--- src/hw/rtl/lmsf_pkg.sv ---
// Shared types, widths and register codes of the adaptive LMS FIR filter.
package lmsf_pkg;

   localparam int MAX_TAPS    = 64;
   localparam int ADDR_W      = $clog2(MAX_TAPS);
   localparam int TAP_COUNT_W = 7;
   localparam int CNT_W       = (ADDR_W + 1 > TAP_COUNT_W) ? ADDR_W + 1 : TAP_COUNT_W;
   localparam int SAMPLE_W    = 16;
   localparam int WEIGHT_W    = 16;
   localparam int ERROR_W     = 32;
   localparam int OUT_W       = 32;
   localparam int PROD_W      = 32;
   localparam int UPROD_W     = 48;
   localparam int SHIFT_W     = 5;
   localparam int PADDR_W     = 4;
   localparam int PDATA_W     = 32;
   localparam int REG_SEL_W   = 2;

   localparam logic [REG_SEL_W-1:0] REG_TAP_COUNT    = 2'd0;
   localparam logic [REG_SEL_W-1:0] REG_OUTPUT_SHIFT = 2'd1;
   localparam logic [REG_SEL_W-1:0] REG_UPDATE_SHIFT = 2'd2;

   localparam logic [TAP_COUNT_W-1:0] TAP_COUNT_RESET    = 7'd16;
   localparam logic [SHIFT_W-1:0]     OUTPUT_SHIFT_RESET = 5'd15;
   localparam logic [SHIFT_W-1:0]     UPDATE_SHIFT_RESET = 5'd15;

   typedef logic [ADDR_W-1:0] addr_type;
   typedef logic [CNT_W-1:0]  cnt_type;

   typedef struct packed {
      logic [TAP_COUNT_W-1:0] tap_count;
      logic [SHIFT_W-1:0]     output_shift;
      logic [SHIFT_W-1:0]     update_shift;
   } cfg_type;

   // One tap read issued to both memories.
   typedef struct packed {
      logic     valid;
      logic     first;
      logic     last;
      addr_type addr;
   } issue_type;

   // Write-back of one updated weight.
   typedef struct packed {
      logic                en;
      addr_type            addr;
      logic [WEIGHT_W-1:0] data;
   } wwr_type;

endpackage

--- src/hw/rtl/lmsf_ram.sv ---
// Generic single-port-write, single-port-read RAM with registered read data.
module lmsf_ram #(
   parameter int WIDTH = 16,
   parameter int DEPTH = 64
) (
   input  logic                     clock,
   input  logic                     wr_en,
   input  logic [$clog2(DEPTH)-1:0] wr_addr,
   input  logic [WIDTH-1:0]         wr_data,
   input  logic [$clog2(DEPTH)-1:0] rd_addr,
   output logic [WIDTH-1:0]         rd_data
);

   logic [WIDTH-1:0] mem [DEPTH];
   logic [WIDTH-1:0] rd_data_ff;

   always_ff @(posedge clock) begin
      if (wr_en) begin
         mem[wr_addr] <= wr_data;
      end
      rd_data_ff <= mem[rd_addr];
   end

   assign rd_data = rd_data_ff;

endmodule

--- src/hw/rtl/lmsf_csr.sv ---
// APB-style configuration registers of the adaptive LMS FIR filter.
module lmsf_csr (
   input  logic                          clock,
   input  logic                          reset,
   input  logic                          psel,
   input  logic                          penable,
   input  logic                          pwrite,
   input  logic [lmsf_pkg::PADDR_W-1:0]  paddr,
   input  logic [lmsf_pkg::PDATA_W-1:0]  pwdata,
   output logic [lmsf_pkg::PDATA_W-1:0]  prdata,
   output logic                          pready,
   output lmsf_pkg::cfg_type             cfg
);

   lmsf_pkg::cfg_type                  cfg_ff;
   lmsf_pkg::cfg_type                  cfg_in;
   logic [lmsf_pkg::REG_SEL_W-1:0]     sel;
   logic                               wr_stb;

   assign sel    = paddr[lmsf_pkg::PADDR_W-1:2];
   assign wr_stb = psel & penable & pwrite;

   always_comb begin
      cfg_in = cfg_ff;
      if (wr_stb) begin
         case (sel)
            lmsf_pkg::REG_TAP_COUNT: begin
               cfg_in.tap_count = pwdata[lmsf_pkg::TAP_COUNT_W-1:0];
            end
            lmsf_pkg::REG_OUTPUT_SHIFT: begin
               cfg_in.output_shift = pwdata[lmsf_pkg::SHIFT_W-1:0];
            end
            lmsf_pkg::REG_UPDATE_SHIFT: begin
               cfg_in.update_shift = pwdata[lmsf_pkg::SHIFT_W-1:0];
            end
            default: begin
               cfg_in = cfg_ff;
            end
         endcase
      end
   end

   always_ff @(posedge clock) begin
      if (reset) begin
         cfg_ff.tap_count    <= lmsf_pkg::TAP_COUNT_RESET;
         cfg_ff.output_shift <= lmsf_pkg::OUTPUT_SHIFT_RESET;
         cfg_ff.update_shift <= lmsf_pkg::UPDATE_SHIFT_RESET;
      end else begin
         cfg_ff <= cfg_in;
      end
   end

   always_comb begin
      case (sel)
         lmsf_pkg::REG_TAP_COUNT: begin
            prdata = lmsf_pkg::PDATA_W'(cfg_ff.tap_count);
         end
         lmsf_pkg::REG_OUTPUT_SHIFT: begin
            prdata = lmsf_pkg::PDATA_W'(cfg_ff.output_shift);
         end
         lmsf_pkg::REG_UPDATE_SHIFT: begin
            prdata = lmsf_pkg::PDATA_W'(cfg_ff.update_shift);
         end
         default: begin
            prdata = '0;
         end
      endcase
   end

   assign pready = 1'b1;
   assign cfg    = cfg_ff;

endmodule

--- src/hw/rtl/lmsf_mac.sv ---
// Per-tap multiply, shift and accumulate, and weight update write-back.
module lmsf_mac (
   input  logic                                clock,
   input  logic                                reset,
   input  lmsf_pkg::issue_type                 issue,
   input  logic [lmsf_pkg::WEIGHT_W-1:0]       weight_rd,
   input  logic [lmsf_pkg::SAMPLE_W-1:0]       sample_rd,
   input  logic [lmsf_pkg::ERROR_W-1:0]        error_val,
   input  logic                                adapt,
   input  logic [lmsf_pkg::SHIFT_W-1:0]        output_shift,
   input  logic [lmsf_pkg::SHIFT_W-1:0]        update_shift,
   output lmsf_pkg::wwr_type                   wwr,
   output logic                                done,
   output logic [lmsf_pkg::OUT_W-1:0]          acc
);

   // Stage one lines up with the memory read data, stage two holds products.
   lmsf_pkg::issue_type                   s1_ff;
   lmsf_pkg::issue_type                   s2_ff;
   logic signed [lmsf_pkg::PROD_W-1:0]    prod_w_ff;
   logic signed [lmsf_pkg::PROD_W-1:0]    prod_w_in;
   logic signed [lmsf_pkg::UPROD_W-1:0]   prod_e_ff;
   logic signed [lmsf_pkg::UPROD_W-1:0]   prod_e_in;
   logic [lmsf_pkg::WEIGHT_W-1:0]         w_old_ff;
   logic [lmsf_pkg::OUT_W-1:0]            acc_ff;
   logic [lmsf_pkg::OUT_W-1:0]            acc_in;
   logic                                  done_ff;
   logic signed [lmsf_pkg::PROD_W-1:0]    prod_w_sh;
   logic signed [lmsf_pkg::UPROD_W-1:0]   prod_e_sh;

   assign prod_w_in = $signed(weight_rd) * $signed(sample_rd);
   assign prod_e_in = $signed(error_val) * $signed(sample_rd);

   assign prod_w_sh = prod_w_ff >>> output_shift;
   assign prod_e_sh = prod_e_ff >>> update_shift;

   always_comb begin
      acc_in = acc_ff;
      if (s2_ff.valid) begin
         acc_in = (s2_ff.first ? '0 : acc_ff) + $unsigned(prod_w_sh);
      end
   end

   always_ff @(posedge clock) begin
      if (reset) begin
         s1_ff.valid <= 1'b0;
         s2_ff.valid <= 1'b0;
         done_ff     <= 1'b0;
      end else begin
         s1_ff.valid <= issue.valid;
         s2_ff.valid <= s1_ff.valid;
         done_ff     <= s2_ff.valid & s2_ff.last;
      end
      s1_ff.first <= issue.first;
      s1_ff.last  <= issue.last;
      s1_ff.addr  <= issue.addr;
      s2_ff.first <= s1_ff.first;
      s2_ff.last  <= s1_ff.last;
      s2_ff.addr  <= s1_ff.addr;
      prod_w_ff   <= prod_w_in;
      prod_e_ff   <= prod_e_in;
      w_old_ff    <= weight_rd;
      acc_ff      <= acc_in;
   end

   assign wwr.en   = s2_ff.valid & adapt;
   assign wwr.addr = s2_ff.addr;
   assign wwr.data = w_old_ff + prod_e_sh[lmsf_pkg::WEIGHT_W-1:0];
   assign done     = done_ff;
   assign acc      = acc_ff;

endmodule

--- src/hw/rtl/lms_adaptive_fir_unit.sv ---
// Top level of the adaptive LMS FIR filter: sequencer, memories and ports.
//
//   Channel   Direction  Handshake              Payload
//   req       in         req_valid / req_ready  req_sample_in, req_error_in, req_adapt
//   rsp       out        rsp_valid / rsp_ready  rsp_filter_out
//   csr       in         psel/penable/pwrite    paddr, pwdata, prdata, pready
//
// One tap is processed per cycle: req_ready stays low while a transaction runs
// its active taps, drains the MAC pipeline and moves its result to the output
// register; the single read port of each memory sets the tap rate. After reset
// a clearing pass zeroes all MAX_TAPS (64) entries of both memories, and no
// transaction is accepted until it ends. A new transaction is accepted while a
// result waits in the output register; its own result waits until then.
module lms_adaptive_fir_unit (
   input  logic                                 clock,
   input  logic                                 reset,
   input  logic                                 req_valid,
   output logic                                 req_ready,
   input  logic signed [lmsf_pkg::SAMPLE_W-1:0] req_sample_in,
   input  logic signed [lmsf_pkg::ERROR_W-1:0]  req_error_in,
   input  logic                                 req_adapt,
   output logic                                 rsp_valid,
   input  logic                                 rsp_ready,
   output logic signed [lmsf_pkg::OUT_W-1:0]    rsp_filter_out,
   input  logic                                 psel,
   input  logic                                 penable,
   input  logic                                 pwrite,
   input  logic [lmsf_pkg::PADDR_W-1:0]         paddr,
   input  logic [lmsf_pkg::PDATA_W-1:0]         pwdata,
   output logic [lmsf_pkg::PDATA_W-1:0]         prdata,
   output logic                                 pready
);

   localparam logic [2:0] ST_CLEAR = 3'd0;
   localparam logic [2:0] ST_IDLE  = 3'd1;
   localparam logic [2:0] ST_RUN   = 3'd2;
   localparam logic [2:0] ST_DRAIN = 3'd3;
   localparam logic [2:0] ST_DONE  = 3'd4;

   lmsf_pkg::cfg_type                cfg;
   logic [2:0]                       state_ff;
   logic [2:0]                       state_in;
   lmsf_pkg::addr_type               clr_cnt_ff;
   lmsf_pkg::addr_type               clr_cnt_in;
   lmsf_pkg::addr_type               newest_ff;
   lmsf_pkg::addr_type               newest_in;
   lmsf_pkg::addr_type               tap_ff;
   lmsf_pkg::addr_type               tap_in;
   lmsf_pkg::addr_type               idx_ff;
   lmsf_pkg::addr_type               idx_in;
   logic [lmsf_pkg::ERROR_W-1:0]     error_ff;
   logic                             adapt_ff;
   logic                             rsp_valid_ff;
   logic                             rsp_valid_in;
   logic [lmsf_pkg::OUT_W-1:0]       rsp_data_ff;
   lmsf_pkg::cnt_type                taps;
   lmsf_pkg::cnt_type                tap_count_ext;
   lmsf_pkg::cnt_type                idx_next;
   lmsf_pkg::addr_type               last_tap;
   logic                             accept;
   logic                             out_free;
   lmsf_pkg::issue_type              issue;
   lmsf_pkg::wwr_type                wwr;
   logic                             mac_done;
   logic [lmsf_pkg::OUT_W-1:0]       mac_acc;
   logic                             ring_we;
   lmsf_pkg::addr_type               ring_waddr;
   logic [lmsf_pkg::SAMPLE_W-1:0]    ring_wdata;
   logic [lmsf_pkg::SAMPLE_W-1:0]    ring_rdata;
   logic                             wgt_we;
   lmsf_pkg::addr_type               wgt_waddr;
   logic [lmsf_pkg::WEIGHT_W-1:0]    wgt_wdata;
   logic [lmsf_pkg::WEIGHT_W-1:0]    wgt_rdata;

   lmsf_csr u_csr (
      .clock   (clock),
      .reset   (reset),
      .psel    (psel),
      .penable (penable),
      .pwrite  (pwrite),
      .paddr   (paddr),
      .pwdata  (pwdata),
      .prdata  (prdata),
      .pready  (pready),
      .cfg     (cfg)
   );

   // Active tap count: zero acts as one, anything above the ring size is clamped.
   assign tap_count_ext = lmsf_pkg::cnt_type'(cfg.tap_count);
   always_comb begin
      if (tap_count_ext == '0) begin
         taps = lmsf_pkg::cnt_type'(1);
      end else if (tap_count_ext > lmsf_pkg::cnt_type'(lmsf_pkg::MAX_TAPS)) begin
         taps = lmsf_pkg::cnt_type'(lmsf_pkg::MAX_TAPS);
      end else begin
         taps = tap_count_ext;
      end
   end
   assign last_tap = lmsf_pkg::addr_type'(taps - lmsf_pkg::cnt_type'(1));

   assign req_ready = (state_ff == ST_IDLE);
   assign accept    = req_valid & req_ready;
   assign out_free  = ~rsp_valid_ff | rsp_ready;

   // A stale position left over from a larger tap count restarts at the top.
   assign newest_in = ((newest_ff == '0) || (lmsf_pkg::cnt_type'(newest_ff) >= taps))
                      ? last_tap : newest_ff - lmsf_pkg::addr_type'(1);

   assign idx_next = lmsf_pkg::cnt_type'(idx_ff) + lmsf_pkg::cnt_type'(1);

   always_comb begin
      state_in     = state_ff;
      clr_cnt_in   = clr_cnt_ff;
      tap_in       = tap_ff;
      idx_in       = idx_ff;
      rsp_valid_in = rsp_valid_ff & ~rsp_ready;
      issue.valid  = 1'b0;
      issue.first  = (tap_ff == '0);
      issue.last   = (tap_ff == last_tap);
      issue.addr   = tap_ff;
      case (state_ff)
         ST_CLEAR: begin
            clr_cnt_in = clr_cnt_ff + lmsf_pkg::addr_type'(1);
            if (clr_cnt_ff == lmsf_pkg::addr_type'(lmsf_pkg::MAX_TAPS - 1)) begin
               state_in = ST_IDLE;
            end
         end
         ST_IDLE: begin
            if (accept) begin
               tap_in   = '0;
               idx_in   = newest_in;
               state_in = ST_RUN;
            end
         end
         ST_RUN: begin
            issue.valid = 1'b1;
            tap_in      = tap_ff + lmsf_pkg::addr_type'(1);
            idx_in      = (idx_next >= taps) ? '0 : lmsf_pkg::addr_type'(idx_next);
            if (issue.last) begin
               state_in = ST_DRAIN;
            end
         end
         ST_DRAIN: begin
            if (mac_done) begin
               state_in = ST_DONE;
            end
         end
         ST_DONE: begin
            if (out_free) begin
               rsp_valid_in = 1'b1;
               state_in     = ST_IDLE;
            end
         end
         default: begin
            state_in = ST_IDLE;
         end
      endcase
   end

   always_ff @(posedge clock) begin
      if (reset) begin
         state_ff     <= ST_CLEAR;
         clr_cnt_ff   <= '0;
         newest_ff    <= '0;
         rsp_valid_ff <= 1'b0;
      end else begin
         state_ff     <= state_in;
         clr_cnt_ff   <= clr_cnt_in;
         rsp_valid_ff <= rsp_valid_in;
         if (accept) begin
            newest_ff <= newest_in;
         end
      end
      tap_ff <= tap_in;
      idx_ff <= idx_in;
      if (accept) begin
         error_ff <= req_error_in;
         adapt_ff <= req_adapt;
      end
      if ((state_ff == ST_DONE) && out_free) begin
         rsp_data_ff <= mac_acc;
      end
   end

   // The new sample lands in the ring at the accept edge, before any tap read.
   assign ring_we    = (state_ff == ST_CLEAR) | accept;
   assign ring_waddr = (state_ff == ST_CLEAR) ? clr_cnt_ff : newest_in;
   assign ring_wdata = (state_ff == ST_CLEAR) ? '0 : req_sample_in;

   assign wgt_we    = (state_ff == ST_CLEAR) | wwr.en;
   assign wgt_waddr = (state_ff == ST_CLEAR) ? clr_cnt_ff : wwr.addr;
   assign wgt_wdata = (state_ff == ST_CLEAR) ? '0 : wwr.data;

   lmsf_ram #(
      .WIDTH (lmsf_pkg::SAMPLE_W),
      .DEPTH (lmsf_pkg::MAX_TAPS)
   ) u_ring_ram (
      .clock   (clock),
      .wr_en   (ring_we),
      .wr_addr (ring_waddr),
      .wr_data (ring_wdata),
      .rd_addr (idx_ff),
      .rd_data (ring_rdata)
   );

   lmsf_ram #(
      .WIDTH (lmsf_pkg::WEIGHT_W),
      .DEPTH (lmsf_pkg::MAX_TAPS)
   ) u_weight_ram (
      .clock   (clock),
      .wr_en   (wgt_we),
      .wr_addr (wgt_waddr),
      .wr_data (wgt_wdata),
      .rd_addr (tap_ff),
      .rd_data (wgt_rdata)
   );

   lmsf_mac u_mac (
      .clock        (clock),
      .reset        (reset),
      .issue        (issue),
      .weight_rd    (wgt_rdata),
      .sample_rd    (ring_rdata),
      .error_val    (error_ff),
      .adapt        (adapt_ff),
      .output_shift (cfg.output_shift),
      .update_shift (cfg.update_shift),
      .wwr          (wwr),
      .done         (mac_done),
      .acc          (mac_acc)
   );

   assign rsp_valid      = rsp_valid_ff;
   assign rsp_filter_out = $signed(rsp_data_ff);

endmodule
--- config.mk ---
export PLATFORM = sky130hd
export DESIGN_NAME = lms_adaptive_fir_unit
export DESIGN_NICKNAME = d
export VERILOG_FILES = /design/src/hw/rtl/lmsf_pkg.sv /design/src/hw/rtl/lmsf_ram.sv /design/src/hw/rtl/lmsf_csr.sv /design/src/hw/rtl/lmsf_mac.sv /design/src/hw/rtl/lms_adaptive_fir_unit.sv
export SDC_FILE = /design/constraint.sdc
export NUM_CORES = 2
export LEC_CHECK = 0
export ABC_AREA = 1
export CAP_MARGIN = 20
export CORE_MARGIN = 5
export CORE_UTILIZATION = 30
export DETAILED_ROUTE_END_ITERATION = 10
export DONT_BUFFER_PORTS = 1
export MAX_ROUTING_LAYER = met4
export PLACE_DENSITY = 0.44
export SKIP_LAST_GASP = 1
export SYNTH_ARGS = -nofsm -noshare
export SYNTH_HDL_FRONTEND = slang
export SYNTH_SLANG_ARGS = --single-unit
--- constraint.sdc ---
create_clock -name clock -period 11.75 [get_ports clock]
set_input_delay 1.175 -clock clock [delete_from_list [all_inputs] [get_ports clock]]
set_output_delay 1.175 -clock clock [all_outputs]
set_load 0.1 [all_outputs]
==> impl_results.md <==
- Part of the Yosys area used for sequential elements: 55.2%
- Port Buffers: 0
- Final Hold Vio Count: 0
- Crit-path max FO: 48
- Vias per cell: 4.97
- Setup violators final: 0
- Clk buf depth: 4
- Gr busiest metal: met2
- Clk_lat worst skew: 0.92 ns
- Pin count of the biggest net entering global routing: 197
- Max_cap viols: 0
- Final #Nets: 12600
- Buf+Inv Stages, Crit Path: 7
- Worst endpoint required time: 12.49 ns
- Via count: 85600
- Fmax: 148 MHz
- Final Max Slew Viols: 0
- CTS root buffer: clkbuf_16
- Period utilization: 57.4%
- Register clock-pin slew on the reported worst setup and hold paths: 0.05 ns
- Top-Level Pins: 159
- Worst Hold Margin: 0.326 ns
- Synthesized area: 0.124 mm²
- Routed wire per std cell: 22.5 µm
- Placement Setup Slack: 5.07 ns
- Mapped Cells: 11600
- Post-synth cell types: 63
- Row count: 236
- CP max stage cell: buf_4
- HPWL after DPL: 240 mm
- Met3 Usage GRT: 2.30%
- Flops & latches, synth: 2336
- Synth top area cells: edfxtp_1, fa_1, o21ai_0
- Endpoint class of the critical path: flip-flop
- Min-delay worst type: reg2reg
- Area leader, netlist: edfxtp_1
- DIE AREA: 0.426 mm²
- Antenna violations before repair: 18
- Core Box Area: 0.413 mm²
- CTS resizes: 0
- Post-synth EDFFs: 2157
- Global Route met2 Usage: 29.2%
- Worst Tran Pin Value: 1.18 ns
- Residual DRC count: 0
- H-Tree Depth: 5
- Mean post-synth cell area: 10.7 µm²
- Initial Util: 30.0%
- Layout Skew: 0.0801 ns
- Number of global-route vias before repair: 86500
- Post-CTS Setup Bufs: 0
- CTS tree: built
- Die Ht: 653 µm
- RSZ-0062 raised after global routing: false
- Slew HR: 20.9%
- Arrival time worst endpoint: 7.48 ns
- Synth Warn #: 0
- Setup TNS: 0 ns
- Setup slack after layout: 5.01 ns
- Critical path class: reg2reg
- TritonRoute pass-1 iters: 6
- DR iter-0 viols: 6658
- Gpl congestion: 0.852
- CTS Buf Count: 280
- Dominant synthesized flop cell: edfxtp_1
- # hold bufs at CTS: 0
- Crit-path max cell delay: 0.56 ns
- Post-layout util: 33.8%
- Overflow after GRT: 0
- Met1 Track Usage GR: 24.7%
- CTS sink cnt: 2336
- Share of synthesized registers carrying an async set or reset: 0%
- First-pass GRT wire length: 573 mm
- Top delay family on crit path: adder cells
- Die Span X: 653 µm
- Final wirelength: 388 mm
- DRT antenna net count: 0
- Crit path time final: 6.74 ns
- Layout cell share with drive strength beyond 1: 6.76%
- Critical path launch point type: flip-flop
- Status: finished, final reports clean
- Total GRT Usage: 18.3%
- Critical path, cell by cell: buf_4 -> nand2_1 -> inv_1 -> fa_1 -> inv_1 -> fa_1 -> inv_1 -> fa_1 -> fa_1 -> fa_1 -> inv_1 -> fa_1 -> inv_1 -> ha_1 -> nand4_1 -> nor3_1 -> nand4_1 -> nand3_1 -> a21o_1 -> nand2_1 -> inv_1 -> nor2_1 -> nand2_1 -> nand2_1
- Synth top area share: 52.3%
- Syn-to-layout area delta: 12.7%
## kinds of logic after synthesis
logic type | synth area share [%]
AOI/OAI and AO/OA | 11.1
xor gates and xnor gates | 0.926
adders and majority gates | 14.6
buffers and inverters | 6.74
DFF | 55.2
muxes | 0.129
other | 0.00606
and+or+nand+nor | 11.3
## per-layer routing
| metal | share of wire (%) | up-vias |
|---|---|---|
| met3 | 5.3 | 480 |
| met5 | 0 | - |
| met2 | 47 | 2215 |
| met1 | 45 | 43800 |
| met4 | 2.7 | 0 |
| li1 | - | 39100 |
## through the flow
stage / instance area, µm² / cells
after floorplan: 124000 / 11600
after global placement: 131000 / 16700
after detailed placement: 131000 / 16700
after CTS: 139000 / 17200
after global routing: 140000 / 17200
final: 140000 / 17200
## sequential cells by signal (all words and copies together) (netlist names), 9 cells and up
signal	flops
u_mac.prod_e_ff	47
u_weight_ram.mem	1024
u_ring_ram.mem	1024
u_ring_ram.rd_data	16
rsp_filter_out	32
u_mac.s1_ff	9
u_csr.cfg	17
u_mac.acc	32
u_mac.prod_w_ff	32
u_weight_ram.rd_data	16
u_mac.w_old_ff	16
error_ff	32
## synth_stat cells, types with 36 or more instances
library cell and n:
buf_2 113, o221ai_1 107, ha_1 259, dfxtp_1 179, nand3_1 258, a21oi_1 227, nor3_1 36, o211ai_1 94
xor2_1 87, o22ai_1 452, o21ai_0 1429, edfxtp_1 2157, nand2_1 1532, xnor2_1 44, nor2_1 1595, fa_1 744
buf_1 50, clkbuf_1 510, nand4_1 40, inv_1 1433
## final timing paths
| kind | to | slack (ns) | start | depth (start not counted) |
|---|---|---|---|---|
| worst max register to register | u_mac.prod_w_ff[26] | 5.01 | u_ring_ram.rd_data[1] | 24 |
| worst min register to register | u_mac.wwr[17] | 0.33 | u_mac.s1_ff[1] | 0 |
| worst max-delay path | u_mac.prod_w_ff[26] | 5.01 | u_ring_ram.rd_data[1] | 24 |
| worst min-delay path | u_mac.wwr[17] | 0.33 | u_mac.s1_ff[1] | 0 |
## cell type report
cell class                 count  area, µm²
timing repair buffer         291       2340
antenna                       17       42.5
inverter                    1449       5470
sequential                  2336      68400
multi-input combinational   7156      47600
clock buffer                 357       7600
tap                         5474       6850
clock inverter               145       1280
fill                       41200     273000
## layout by cell type (no fill, tap or decap), drive strengths merged, types with 28 or more instances in the layout
| master | n |
|---|---|
| a21oi | 227 |
| a31oi | 28 |
| buf | 291 |
| clkbuf | 357 |
| clkinv | 115 |
| dfxtp | 179 |
| edfxtp | 2157 |
| fa | 744 |
| ha | 259 |
| inv | 1455 |
| nand2 | 1545 |
| nand3 | 261 |
| nand4 | 40 |
| nor2 | 1599 |
| nor3 | 38 |
| o211ai | 94 |
| o21ai | 1447 |
| o221ai | 107 |
| o22ai | 452 |
| xnor2 | 44 |
| xor2 | 87 |
Power is not shown: default switching activity piles up to over one toggle a cycle in this logic, so the estimate is an artifact.
